File: config.mk
export PLATFORM = sky130hd
export DESIGN_NAME = register_write_delay_encoder
export DESIGN_NICKNAME = d
export VERILOG_FILES = /design/src/sv/rwde_pkg.sv /design/src/sv/rwde_front.sv /design/src/sv/rwde_queue.sv /design/src/sv/rwde_back.sv /design/src/sv/register_write_delay_encoder.sv
export SDC_FILE = /design/constraint.sdc
export NUM_CORES = 1
export LEC_CHECK = 0
export BUFFER_PORTS_ARGS = -buffer_cell sky130_fd_sc_hd__buf_2
export CORE_MARGIN = 8
export CORE_UTILIZATION = 35
export DETAILED_ROUTE_END_ITERATION = 6
export PLACE_DENSITY_LB_ADDON = 0.08
export SYNTH_ARGS = -nofsm -noshare
export SYNTH_HDL_FRONTEND = slang
export SYNTH_SLANG_ARGS = --single-unit
File: constraint.sdc
create_clock -name clk -period 11.3 [get_ports clk]
set_clock_uncertainty 0.05 [all_clocks]
set_input_delay 2.26 -clock clk [delete_from_list [all_inputs] [get_ports clk]]
set_output_delay 2.26 -clock clk [all_outputs]
set_load 0.01 [all_outputs]
File: src/sv/rwde_pkg.sv
// ----------------------------------------------------------------------------
// Register write delay encoder package
// Types, record codes and derived widths shared by the encoder modules.
// ----------------------------------------------------------------------------
package rwde_pkg;

  // Configuration of the encoder.
  localparam int TIME_WIDTH      = 32;
  localparam int MAX_GAP_RECORDS = 62;

  // Fixed port widths.
  localparam int TS_W   = 32;
  localparam int BYTE_W = 8;
  localparam int DLY_W  = 16;
  localparam int PEND_W = 9;

  // The timestamp difference saturates at 60 bits before scaling.
  localparam int SAT_W  = 60;
  localparam int DIFF_W = (TIME_WIDTH > SAT_W) ? SAT_W : TIME_WIDTH;
  // The scaled value d*5 keeps at most 62 bits, matching a 64-bit d*20 / 8.
  localparam int S5_W   = (DIFF_W + 3 > 62) ? 62 : DIFF_W + 3;
  localparam int GAP_W  = S5_W - 1;
  localparam int CNT_W  = $clog2(MAX_GAP_RECORDS + 1);

  // Delay constants.
  localparam int FULL_DELAY    = 65535;
  localparam int SHORT_GAP     = 16;
  localparam int PENDING_LIMIT = 300;

  // Command queue between the front and back parts.
  localparam int QDEPTH  = 2;
  localparam int QPTR_W  = $clog2(QDEPTH);
  localparam int QCNT_W  = $clog2(QDEPTH + 1);

  // Input item codes.
  typedef enum logic {
    MODE_WRITE  = 1'b0,
    MODE_FINISH = 1'b1
  } rwde_mode_t;

  // Result record codes.
  typedef enum logic [1:0] {
    KIND_WRITE = 2'd0,
    KIND_DELAY = 2'd1,
    KIND_END   = 2'd2
  } rwde_kind_t;

  // One classified request handed from the front to the back.
  typedef struct packed {
    logic                finish;
    logic [DIFF_W-1:0]   diff;
    logic [BYTE_W-1:0]   addr;
    logic [BYTE_W-1:0]   value;
  } rwde_cmd_t;

endpackage

File: src/sv/rwde_front.sv
// ----------------------------------------------------------------------------
// Register write delay encoder: front end
// Accepts requests, tracks the previous timestamp and queues the difference.
// ----------------------------------------------------------------------------
module rwde_front import rwde_pkg::*; (
  input  logic              clk,
  input  logic              rst_n,
  input  logic              in_valid,
  output logic              in_stall,
  input  logic              in_mode,
  input  logic [TS_W-1:0]   in_timestamp,
  input  logic [BYTE_W-1:0] in_reg_addr,
  input  logic [BYTE_W-1:0] in_reg_value,
  input  logic              q_full,
  output logic              q_push,
  output rwde_cmd_t         q_cmd
);

  logic [TIME_WIDTH-1:0] prev_time_r, prev_time_nxt;
  logic                  seen_r, seen_nxt;
  logic [TIME_WIDTH-1:0] t_cur;
  logic [TIME_WIDTH-1:0] base;
  logic [TIME_WIDTH-1:0] diff_raw;
  logic [DIFF_W-1:0]     diff_sat;
  logic                  is_finish;

  // Accept whenever the queue has room.
  assign in_stall  = q_full;
  assign q_push    = in_valid && !q_full;
  assign is_finish = (in_mode == MODE_FINISH);

  // Timestamp difference against the previous event; backward time is zero.
  always_comb begin
    t_cur    = TIME_WIDTH'(in_timestamp);
    base     = seen_r ? prev_time_r : t_cur;
    diff_raw = (t_cur >= base) ? (t_cur - base) : '0;
    if ((diff_raw >> DIFF_W) != '0) begin
      diff_sat = '1;
    end else begin
      diff_sat = diff_raw[DIFF_W-1:0];
    end
  end

  // Build the queued command.
  always_comb begin
    q_cmd.finish = is_finish;
    q_cmd.diff   = is_finish ? '0 : diff_sat;
    q_cmd.addr   = in_reg_addr;
    q_cmd.value  = in_reg_value;
  end

  // Timestamp history update.
  always_comb begin
    prev_time_nxt = prev_time_r;
    seen_nxt      = seen_r;
    if (q_push) begin
      if (is_finish) begin
        seen_nxt = 1'b0;
      end else begin
        prev_time_nxt = t_cur;
        seen_nxt      = 1'b1;
      end
    end
  end

  always_ff @(posedge clk) begin
    if (!rst_n) begin
      prev_time_r <= '0;
      seen_r      <= 1'b0;
    end else begin
      prev_time_r <= prev_time_nxt;
      seen_r      <= seen_nxt;
    end
  end

endmodule

File: src/sv/rwde_queue.sv
// ----------------------------------------------------------------------------
// Register write delay encoder: command queue
// Short first-in first-out buffer between the front and back parts.
// ----------------------------------------------------------------------------
module rwde_queue import rwde_pkg::*; (
  input  logic      clk,
  input  logic      rst_n,
  input  logic      push,
  input  rwde_cmd_t push_cmd,
  output logic      full,
  input  logic      pop,
  output logic      not_empty,
  output rwde_cmd_t pop_cmd
);

  rwde_cmd_t         mem_r [QDEPTH];
  logic [QPTR_W-1:0] wr_ptr_r, wr_ptr_nxt;
  logic [QPTR_W-1:0] rd_ptr_r, rd_ptr_nxt;
  logic [QCNT_W-1:0] cnt_r, cnt_nxt;
  logic              do_push;
  logic              do_pop;

  assign full      = (cnt_r == QCNT_W'(QDEPTH));
  assign not_empty = (cnt_r != '0);
  assign do_push   = push && !full;
  assign do_pop    = pop && not_empty;
  assign pop_cmd   = mem_r[rd_ptr_r];

  // Pointer and fill count update.
  always_comb begin
    wr_ptr_nxt = wr_ptr_r;
    rd_ptr_nxt = rd_ptr_r;
    cnt_nxt    = cnt_r;
    if (do_push) begin
      wr_ptr_nxt = (wr_ptr_r == QPTR_W'(QDEPTH - 1)) ? '0 : wr_ptr_r + 1'b1;
    end
    if (do_pop) begin
      rd_ptr_nxt = (rd_ptr_r == QPTR_W'(QDEPTH - 1)) ? '0 : rd_ptr_r + 1'b1;
    end
    if (do_push && !do_pop) begin
      cnt_nxt = cnt_r + 1'b1;
    end else if (do_pop && !do_push) begin
      cnt_nxt = cnt_r - 1'b1;
    end
  end

  always_ff @(posedge clk) begin
    if (!rst_n) begin
      wr_ptr_r <= '0;
      rd_ptr_r <= '0;
      cnt_r    <= '0;
    end else begin
      wr_ptr_r <= wr_ptr_nxt;
      rd_ptr_r <= rd_ptr_nxt;
      cnt_r    <= cnt_nxt;
    end
  end

  // Entry storage needs no reset.
  always_ff @(posedge clk) begin
    if (do_push) begin
      mem_r[wr_ptr_r] <= push_cmd;
    end
  end

endmodule

File: src/sv/rwde_back.sv
// ----------------------------------------------------------------------------
// Register write delay encoder: back end
// Scales each queued gap and emits the records one per cycle while the output is not stalled.
// ----------------------------------------------------------------------------
module rwde_back import rwde_pkg::*; (
  input  logic              clk,
  input  logic              rst_n,
  input  logic              cfg_wr_en,
  input  logic              cfg_wr_data,
  input  logic              q_not_empty,
  input  rwde_cmd_t         q_cmd,
  output logic              q_pop,
  output logic              out_valid,
  input  logic              out_stall,
  output logic [1:0]        out_kind,
  output logic [BYTE_W-1:0] out_addr,
  output logic [BYTE_W-1:0] out_value,
  output logic [DLY_W-1:0]  out_delay,
  output logic              out_last
);

  typedef enum logic [1:0] {
    ST_IDLE,
    ST_GAP,
    ST_DELAY,
    ST_END
  } state_t;

  state_t             state_r, state_nxt;
  logic [GAP_W-1:0]   gap_r, gap_nxt;
  logic [CNT_W-1:0]   cnt_r, cnt_nxt;
  logic [BYTE_W-1:0]  addr_r, addr_nxt;
  logic [BYTE_W-1:0]  value_r, value_nxt;
  logic [PEND_W-1:0]  pending_r, pending_nxt;
  logic               halve_r, halve_nxt;
  logic               out_valid_r, out_valid_nxt;
  rwde_kind_t         out_kind_r, out_kind_nxt;
  logic [BYTE_W-1:0]  out_addr_r, out_addr_nxt;
  logic [BYTE_W-1:0]  out_value_r, out_value_nxt;
  logic [DLY_W-1:0]   out_delay_r, out_delay_nxt;
  logic               out_last_r, out_last_nxt;

  logic [S5_W-1:0]    times5;
  logic [GAP_W-1:0]   gap_scaled;
  logic               out_free;
  logic               gap_big;
  logic               need_delay;

  assign out_valid = out_valid_r;
  assign out_kind  = out_kind_r;
  assign out_addr  = out_addr_r;
  assign out_value = out_value_r;
  assign out_delay = out_delay_r;
  assign out_last  = out_last_r;

  // The output register may load when empty or when its record is taken.
  assign out_free = !out_valid_r || !out_stall;

  // Gap = d*20/8 = d*5/2, or d*5/4 when halving.
  always_comb begin
    times5 = (S5_W'(q_cmd.diff) << 2) + S5_W'(q_cmd.diff);
    if (halve_r) begin
      gap_scaled = {1'b0, times5[S5_W-1:2]};
    end else begin
      gap_scaled = times5[S5_W-1:1];
    end
  end

  assign gap_big    = (gap_r > GAP_W'(FULL_DELAY));
  assign need_delay = !((gap_r < GAP_W'(SHORT_GAP)) &&
                        (pending_r < PEND_W'(PENDING_LIMIT)));

  // Record sequencer.
  always_comb begin
    state_nxt     = state_r;
    gap_nxt       = gap_r;
    cnt_nxt       = cnt_r;
    addr_nxt      = addr_r;
    value_nxt     = value_r;
    pending_nxt   = pending_r;
    halve_nxt     = halve_r;
    q_pop         = 1'b0;
    out_valid_nxt = out_valid_r && out_stall;
    out_kind_nxt  = out_kind_r;
    out_addr_nxt  = out_addr_r;
    out_value_nxt = out_value_r;
    out_delay_nxt = out_delay_r;
    out_last_nxt  = out_last_r;

    if (cfg_wr_en) begin
      halve_nxt = cfg_wr_data;
    end

    unique case (state_r)
      ST_IDLE: begin
        if (q_not_empty) begin
          q_pop     = 1'b1;
          gap_nxt   = gap_scaled;
          cnt_nxt   = '0;
          addr_nxt  = q_cmd.addr;
          value_nxt = q_cmd.value;
          state_nxt = q_cmd.finish ? ST_END : ST_GAP;
        end
      end
      ST_GAP: begin
        if (out_free) begin
          out_valid_nxt = 1'b1;
          if (gap_big && (cnt_r != CNT_W'(MAX_GAP_RECORDS))) begin
            // One full-delay record per whole excess, up to MAX_GAP_RECORDS of them.
            out_kind_nxt  = KIND_DELAY;
            out_addr_nxt  = '0;
            out_value_nxt = '0;
            out_delay_nxt = DLY_W'(FULL_DELAY);
            out_last_nxt  = 1'b0;
            gap_nxt       = gap_r - GAP_W'(FULL_DELAY);
            cnt_nxt       = cnt_r + 1'b1;
          end else begin
            // The write record; short gaps join the pending total.
            out_kind_nxt  = KIND_WRITE;
            out_addr_nxt  = addr_r;
            out_value_nxt = value_r;
            out_delay_nxt = '0;
            out_last_nxt  = !need_delay;
            if (need_delay) begin
              state_nxt = ST_DELAY;
            end else begin
              pending_nxt = pending_r + PEND_W'(gap_r[3:0]);
              state_nxt   = ST_IDLE;
            end
          end
        end
      end
      ST_DELAY: begin
        if (out_free) begin
          out_valid_nxt = 1'b1;
          out_kind_nxt  = KIND_DELAY;
          out_addr_nxt  = '0;
          out_value_nxt = '0;
          out_delay_nxt = gap_r[DLY_W-1:0] + DLY_W'(pending_r);
          out_last_nxt  = 1'b1;
          pending_nxt   = '0;
          state_nxt     = ST_IDLE;
        end
      end
      ST_END: begin
        if (out_free) begin
          out_valid_nxt = 1'b1;
          out_kind_nxt  = KIND_END;
          out_addr_nxt  = '0;
          out_value_nxt = '0;
          out_delay_nxt = '0;
          out_last_nxt  = 1'b1;
          pending_nxt   = '0;
          state_nxt     = ST_IDLE;
        end
      end
      default: begin
        state_nxt = ST_IDLE;
      end
    endcase
  end

  // Control state and registered outputs.
  always_ff @(posedge clk) begin
    if (!rst_n) begin
      state_r     <= ST_IDLE;
      pending_r   <= '0;
      halve_r     <= 1'b0;
      out_valid_r <= 1'b0;
    end else begin
      state_r     <= state_nxt;
      pending_r   <= pending_nxt;
      halve_r     <= halve_nxt;
      out_valid_r <= out_valid_nxt;
    end
    gap_r       <= gap_nxt;
    cnt_r       <= cnt_nxt;
    addr_r      <= addr_nxt;
    value_r     <= value_nxt;
    out_kind_r  <= out_kind_nxt;
    out_addr_r  <= out_addr_nxt;
    out_value_r <= out_value_nxt;
    out_delay_r <= out_delay_nxt;
    out_last_r  <= out_last_nxt;
  end

endmodule

File: src/sv/register_write_delay_encoder.sv
// ----------------------------------------------------------------------------
// Register write delay encoder
// Turns timestamped register writes into delay, write and end records.
// ----------------------------------------------------------------------------
//  Channel  | Direction | Handshake             | Payload
//  in_      | request   | in_valid / in_stall   | mode, timestamp, reg_addr, reg_value
//  out_     | record    | out_valid / out_stall | kind, addr, value, delay, last
//  cfg_     | write     | cfg_wr_en             | cfg_wr_data (halve delays)
//
// The back sequencer dequeues and scales a request in its idle state, then
// emits one record per cycle while the output is not stalled: full-delay
// records and the write record with any delay record, or the end record of a
// finish. It sets this rate; the front keeps accepting into a two-entry queue.
// Reset is synchronous and active low; no memory clearing pass is needed.
// A stalled output holds its record; the queue fills and then stalls the input.
// ----------------------------------------------------------------------------
module register_write_delay_encoder import rwde_pkg::*; (
  input  logic              clk,
  input  logic              rst_n,
  input  logic              cfg_wr_en,
  input  logic              cfg_wr_data,
  input  logic              in_valid,
  output logic              in_stall,
  input  logic              in_mode,
  input  logic [TS_W-1:0]   in_timestamp,
  input  logic [BYTE_W-1:0] in_reg_addr,
  input  logic [BYTE_W-1:0] in_reg_value,
  output logic              out_valid,
  input  logic              out_stall,
  output logic [1:0]        out_kind,
  output logic [BYTE_W-1:0] out_addr,
  output logic [BYTE_W-1:0] out_value,
  output logic [DLY_W-1:0]  out_delay,
  output logic              out_last
);

  logic      q_full;
  logic      q_push;
  rwde_cmd_t q_push_cmd;
  logic      q_pop;
  logic      q_not_empty;
  rwde_cmd_t q_pop_cmd;

  // Front end: accept and classify.
  rwde_front u_front (
    .clk          (clk),
    .rst_n        (rst_n),
    .in_valid     (in_valid),
    .in_stall     (in_stall),
    .in_mode      (in_mode),
    .in_timestamp (in_timestamp),
    .in_reg_addr  (in_reg_addr),
    .in_reg_value (in_reg_value),
    .q_full       (q_full),
    .q_push       (q_push),
    .q_cmd        (q_push_cmd)
  );

  // Decoupling queue.
  rwde_queue u_queue (
    .clk       (clk),
    .rst_n     (rst_n),
    .push      (q_push),
    .push_cmd  (q_push_cmd),
    .full      (q_full),
    .pop       (q_pop),
    .not_empty (q_not_empty),
    .pop_cmd   (q_pop_cmd)
  );

  // Back end: record sequencer.
  rwde_back u_back (
    .clk         (clk),
    .rst_n       (rst_n),
    .cfg_wr_en   (cfg_wr_en),
    .cfg_wr_data (cfg_wr_data),
    .q_not_empty (q_not_empty),
    .q_cmd       (q_pop_cmd),
    .q_pop       (q_pop),
    .out_valid   (out_valid),
    .out_stall   (out_stall),
    .out_kind    (out_kind),
    .out_addr    (out_addr),
    .out_value   (out_value),
    .out_delay   (out_delay),
    .out_last    (out_last)
  );

endmodule

== Word level (Yosys, flattened, before mapping) ==
Memories as Yosys holds them, arrays and structs flattened. A register that Yosys moved wholly into a read port is not among the register bits.
Cells that the tools add are included.

* Register bits after elaboration: 141
* Bits in latches: 0
* Bits in writable memories: 98
* ROM bits: 0
* Input bits: 55
* Output and inout port bits: 37
* Logic and storage cells: 134
* Memories: 1

{| class="wikitable"
|+ Memories
! memory !! words !! bits a word !! rd ports !! clocked after memory_dff !! write ports !! RTL line !! RTL
|-
| u_queue.mem_r || 2 || 49 || 1 || 1 || 1 || rwde_queue.sv:16 || <nowiki>rwde_cmd_t mem_r [QDEPTH];</nowiki>
|}

* Add/sub/neg operators: 10
* Multipliers: 0
* Div/mod/pow operators: 0
* Magnitude comparators: 4
* Eq/ne operators: 13
* Shifts and indexed selects: 0
* Muxes and demuxes: 58
* Bitwise logic cells: 1
* Reduce and logical (&&, ||, !) cells: 29

{| class="wikitable"
|+ Operators with widths
! cell !! count
|-
| $mux W34 || 4
|-
| $mux W32 || 3
|-
| $pmux W34 S2 || 1
|-
| $mux W16 || 4
|-
| $pmux W16 S3 || 1
|-
| $mux W8 || 5
|-
| $mux W9 || 4
|-
| $add A34 B32 Y35 || 1
|-
| $gt A34 B16 Y1 const B || 1
|-
| $lt A34 B5 Y1 const B || 1
|-
| $sub A34 B16 Y34 const B || 1
|-
| $ge A32 B32 Y1 || 1
|-
| $pmux W8 S2 || 2
|-
| $sub A32 B32 Y32 || 1
|-
| $mux W2 || 11
|-
| $mux W6 || 3
|-
| $pmux W9 S2 || 1
|-
| $add A16 B9 Y16 || 1
|-
| $mux W1 || 15
|-
| $ne A2 B1 Y1 const B || 6
|-
| $pmux W2 S3 || 2
|-
| $pmux W6 S2 || 1
|-
| $reduce_and A4 Y1 || 3
|-
| $add A9 B4 Y9 || 1
|-
| other kinds (22) || 41
|}

== Depth between registers and ports, before layout ==
* Depth in word-level cells: 8
* Depth in mapped cells: 15
* Depth with buffers taken out: 12

== Cells and area by module ==
Synthesis repeated with hierarchy kept, for this count alone.

* Cell total of the unflattened synthesis: 1,477
* Area total of the unflattened synthesis: 14,891.8 um2

{| class="wikitable"
|+ By module, submodules not included
! module !! times used !! cells each !! area an instance (um2) !! seq. area each (um2)
|-
| rwde_back || 1 || 775 || 7,342.0 || 2,992.9
|-
| rwde_front || 1 || 525 || 3,784.9 || 660.6
|-
| rwde_queue || 1 || 177 || 3,764.9 || 3,042.9
|}

== Worst setup path before layout ==
Ideal clock, no wire load.

* Path type: input -> register
* Start: input in_timestamp[0]
* End: memory u_queue.mem_r[0][36] in the netlist's numbering, data pin
* Setup time: 0.176 ns
* Arrival time: 4.925 ns
* Data required time: 11.074 ns
* Path slack: 6.149 ns
* Stages on the path: 13
* Path buffers: 2
* Cells stage by stage: inv_1 -> o21ai_0 -> ha_1 -> fa_1 -> o21ai_0 -> a311o_1 -> a21oi_1 -> a21oi_1 -> o21ai_0 -> a311o_1 -> clkbuf_1 -> clkbuf_1 -> nor3b_1

{| class="wikitable"
|+ RTL lines
! element !! RTL line !! RTL
|-
| start, declared || register_write_delay_encoder.sv:25 || <nowiki>input logic [TS_W-1:0] in_timestamp,</nowiki>
|-
| end, declared || rwde_queue.sv:16 ||
|}

==> impl_summary.txt <==
----------------------------------------------------
[Yosys]
  Area of the mapped netlist ... 14000 um2
  Most frequently used cell type in the post-synthesis netlist ... sky130_fd_sc_hd__edfxtp_1
  Number of instances in the synthesized netlist ... 1335
  Number of unique standard cell types used by synthesis ... 68
  Post-synthesis mux area share ... 7.09%
  Synthesized area per cell ... 10.5 um2
  Number of warnings issued by yosys ... 0
  Post-synthesis register bit count ... 240
  Top cells by area in the synthesized netlist ... sky130_fd_sc_hd__edfxtp_1 41%, sky130_fd_sc_hd__dfxtp_1 7.3%, sky130_fd_sc_hd__ha_1 6.9%
  Area share of the largest cell type after synthesis ... 40.5%
  Sequential area share after synthesis ... 47.8%
  Compound-Gate Fraction of Synth Area ... 15.5%
  Most common library cells after synthesis ... 189 x sky130_fd_sc_hd__edfxtp_1, 141 x sky130_fd_sc_hd__nand2_1, 117 x sky130_fd_sc_hd__nor2_1
  Synthesized net count ... between 1000 and 1500
  Post-synth top flop ... sky130_fd_sc_hd__edfxtp_1
  Combinational family with the most area after synthesis ... compound AO/OA/AOI/OAI gates
  Synthesized-area fraction occupied by adder cells ... under 10%
  Simple-gate share of the synthesized area ... 13.2%
  Share of synthesized registers carrying an async set or reset ... 0%
  Leading area contributor after synthesis ... sky130_fd_sc_hd__edfxtp_1
  Xor/xnor cell area share of the yosys netlist ... under 10%
  EDFF count, synth ... roughly 190

[Drt]
  Total iterations of the first detailed-routing run ... 4
  Count of nets left with antenna violations after detail routing ... 0
  WL/cell ... roughly 16 um
  Detailed-route wire length ... 32.2 mm
  Number of DRC markers after the initial detailed-route iteration ... about 510
  Via density per instance ... 4.97
  Residual DRC count ... 0
  Total via count in the routed design ... a little under 10000

[CTS]
  Clock tree from TritonCTS ... yes
  Maximum clock insertion buffer count ... 3
  Number of CTS-inserted buffers ... 30
  CTS clock-pin slew for the worst setup and hold paths ... 0.06 ns
  Hold buffer count at CTS ... 0
  CTS sink cnt ... 240
  Library cell used as clock root buffer ... sky130_fd_sc_hd__clkbuf_16
  Clock Latency Late Sink ... 0.58 ns
  Setup Fix Bufs, Post-CTS ... 0
  H-tree levels ... 1
  Number of instances resized during post-cts repair ... 0

[Power and ir drop]
  Final total power ... 0.00416 W
  Pwr dens ... about 260 nW/um2
  Leakage ... 6.12 nW
  Worst vdd ir ... around 0.11 mV

[Worst setup path]
  Critical path endpoint category ... flop
  Critical Path, Cell by Cell ... buf_2 > inv_1 > o21ai_0 > ha_1 > fa_1 > o21ai_0 > a311o_1 > a21oi_1 > a21oi_1 > o21ai_0 > a311o_1 > buf_4 > a211oi_1
  Data arrival time of the critical path ... 5.42 ns
  Worst Setup Path Type ... in2reg
  Cell with the largest stage delay on the worst path ... sky130_fd_sc_hd__fa_1
  Data required time of the worst path ... 11.63 ns
  Biggest cell delay along the critical path ... between 0.4 and 0.5 ns
  Category of the worst setup path launch point ... primary input
  Most common cell type on the critical path ... sky130_fd_sc_hd__o21ai_0
  Largest fanout on the critical path ... 34

[Final layout]
  Number of nets in the layout ... between 1500 and 2000
  Finished Layout Cells ... 1969
  Number of filler instances in the final layout ... 3945
  P&R area growth vs syn ... 14.3%
  Layout cells sized above 1 ... between 10% and 20%

[Placed design]
  HPWL after DPL ... 23.3 mm
  Cell Count Post-Placement ... 1911
  PortBufs ... between 90 and 100
  RD Place Congestion ... just over 0.8

[Timing]
  Final worst path period need ... around 5.1 ns
  Count of pins over their slew limit ... 0
  Total negative setup slack ... 0 ns
  Worst Max-Slew Pin Slew ... 0.963 ns
  Final setup violation count ... 0
  RSZ-0062 raised after global routing ... no
  Final-report hold violation count ... 0
  Normalized max-slew margin ... 35.1%
  Max Fclk ... 196 MHz
  Final clock period utilization by the worst path ... 45.1%

[Floorplan]
  Overall die height ... 216 um
  Placeable core area ... between 30000 and 40000 um2
  Chip width ... 216 um
  DIE AREA ... ~47000 um2
  Initial core utilization ... 35.3%
  Number of rows in the core area ... 73
  I/O pin total ... slightly above 90

[Run status]
  Run status ... completed

[Global routing]
  Total congestion overflow ... 0
  Antenna violations before repair ... 1
  Wire length of the first global-routing pass ... about 53 mm
  Total track usage ... 13.6%
  Largest net degree at the start of global routing ... 45
  Number of global-route vias before repair ... 10100

[Job]
  Max-Cap Viols ... 0

[Worst hold path]
  Path class of the lowest-slack min-delay path ... reg2reg

----------------------------------------------------
## report_power, final
group | switching [W] | internal, W | leakage [nW] | total, W
clock network | 0.000385 | 0.000540 | 0.455 | 0.000924
registers | 0.000168 | 0.00134 | 2.19 | 0.00150
logic | 0.00104 | 0.000695 | 3.47 | 0.00173
## cell type report
class | count | area, um2 | share of cell area, %
diodes | 2 | 5.00 | 0.0313
clock buffers | 39 | 785 | 4.90
clock inverters | 17 | 176 | 1.10
inverters | 32 | 120 | 0.750
multi-input cells | 1010 | 7010 | 43.8
flip-flops and latches | 240 | 6700 | 41.9
well taps | 525 | 657 | 4.10
repair buffers | 104 | 553 | 3.46
## cell families (layout without fill, tap and decap cells)
| group | count (synthesis) | after routing |
|---|---|---|
| fa+ha+maj | 80 | 80 |
| xor+xnor | 108 | 108 |
| compound gates | 331 | 331 |
| simple gates | 398 | 398 |
| flops | 240 | 240 |
| buf+inv | 85 | 192 |
| other cells | 0 | 2 |
| mux | 93 | 93 |
## routing by layer
metal	global-route usage, %	share of wire [%]
met5	0	0
met4	3.54	2.3
met3	2.48	3.4
met2	22.4	46
met1	18.2	49
## metrics by stage
stage	worst slack (ns)	hold slack, ns	utilization, %	instance area, um2
2_1_floorplan	6.15	0.393	-	14000
3_3_place_gp	5.73	0.400	37.9	15000
3_5_place_dp	5.62	0.409	37.9	15000
4_1_cts	6.23	0.417	40.4	16000
5_1_grt	6.03	0.438	40.4	16000
6_report	6.21	0.413	40.4	16000
## worst paths after layout
path / cells past startpoint / start / slack [ns] / endpoint
hold reg to reg: 2 / u_front.prev_time_r[11] / 0.41 / u_front.prev_time_r[11]
setup reg to reg: 13 / flop / 6.71 / u_back.gap_r[30]
hold / removal: 2 / u_front.prev_time_r[11] / 0.41 / u_front.prev_time_r[11]
setup / recovery: 13 / in_timestamp[0] / 6.21 / u_queue.mem_r[0][19]
## flip-flops by register name (all words and copies together) (netlist names), 8 cells and up, named ones only
| name | flops |
|---|---|
| u_queue.mem_r | 98 |
| u_back.gap_r | 34 |
| u_front.prev_time_r | 32 |
| u_back.out_delay | 16 |
| u_back.pending_r | 9 |
| u_back.addr_r | 8 |
| u_back.out_addr | 8 |
| u_back.out_value | 8 |
| u_back.value_r | 8 |
## worst max-delay path: cells and delay by family
kind,cells,cell delay (ns)
buffers and inverters,3,0.44
adder cells (fa/ha/maj),2,0.66
AO/OA/AOI/OAI,8,2.04
## cell usage in the layout (no fill, tap or decap), types with 44 or more instances in the layout
cell / count
sky130_fd_sc_hd__xor2_1: 56
sky130_fd_sc_hd__mux2i_1: 44
sky130_fd_sc_hd__nand2_1: 141
sky130_fd_sc_hd__o21ai_0: 66
sky130_fd_sc_hd__xnor2_1: 52
sky130_fd_sc_hd__ha_1: 77
sky130_fd_sc_hd__a21oi_1: 76
sky130_fd_sc_hd__dfxtp_1: 49
sky130_fd_sc_hd__buf_2: 91
sky130_fd_sc_hd__mux2_2: 49
sky130_fd_sc_hd__nor2_1: 114
sky130_fd_sc_hd__edfxtp_1: 189
(Power assumes the default switching activity.)
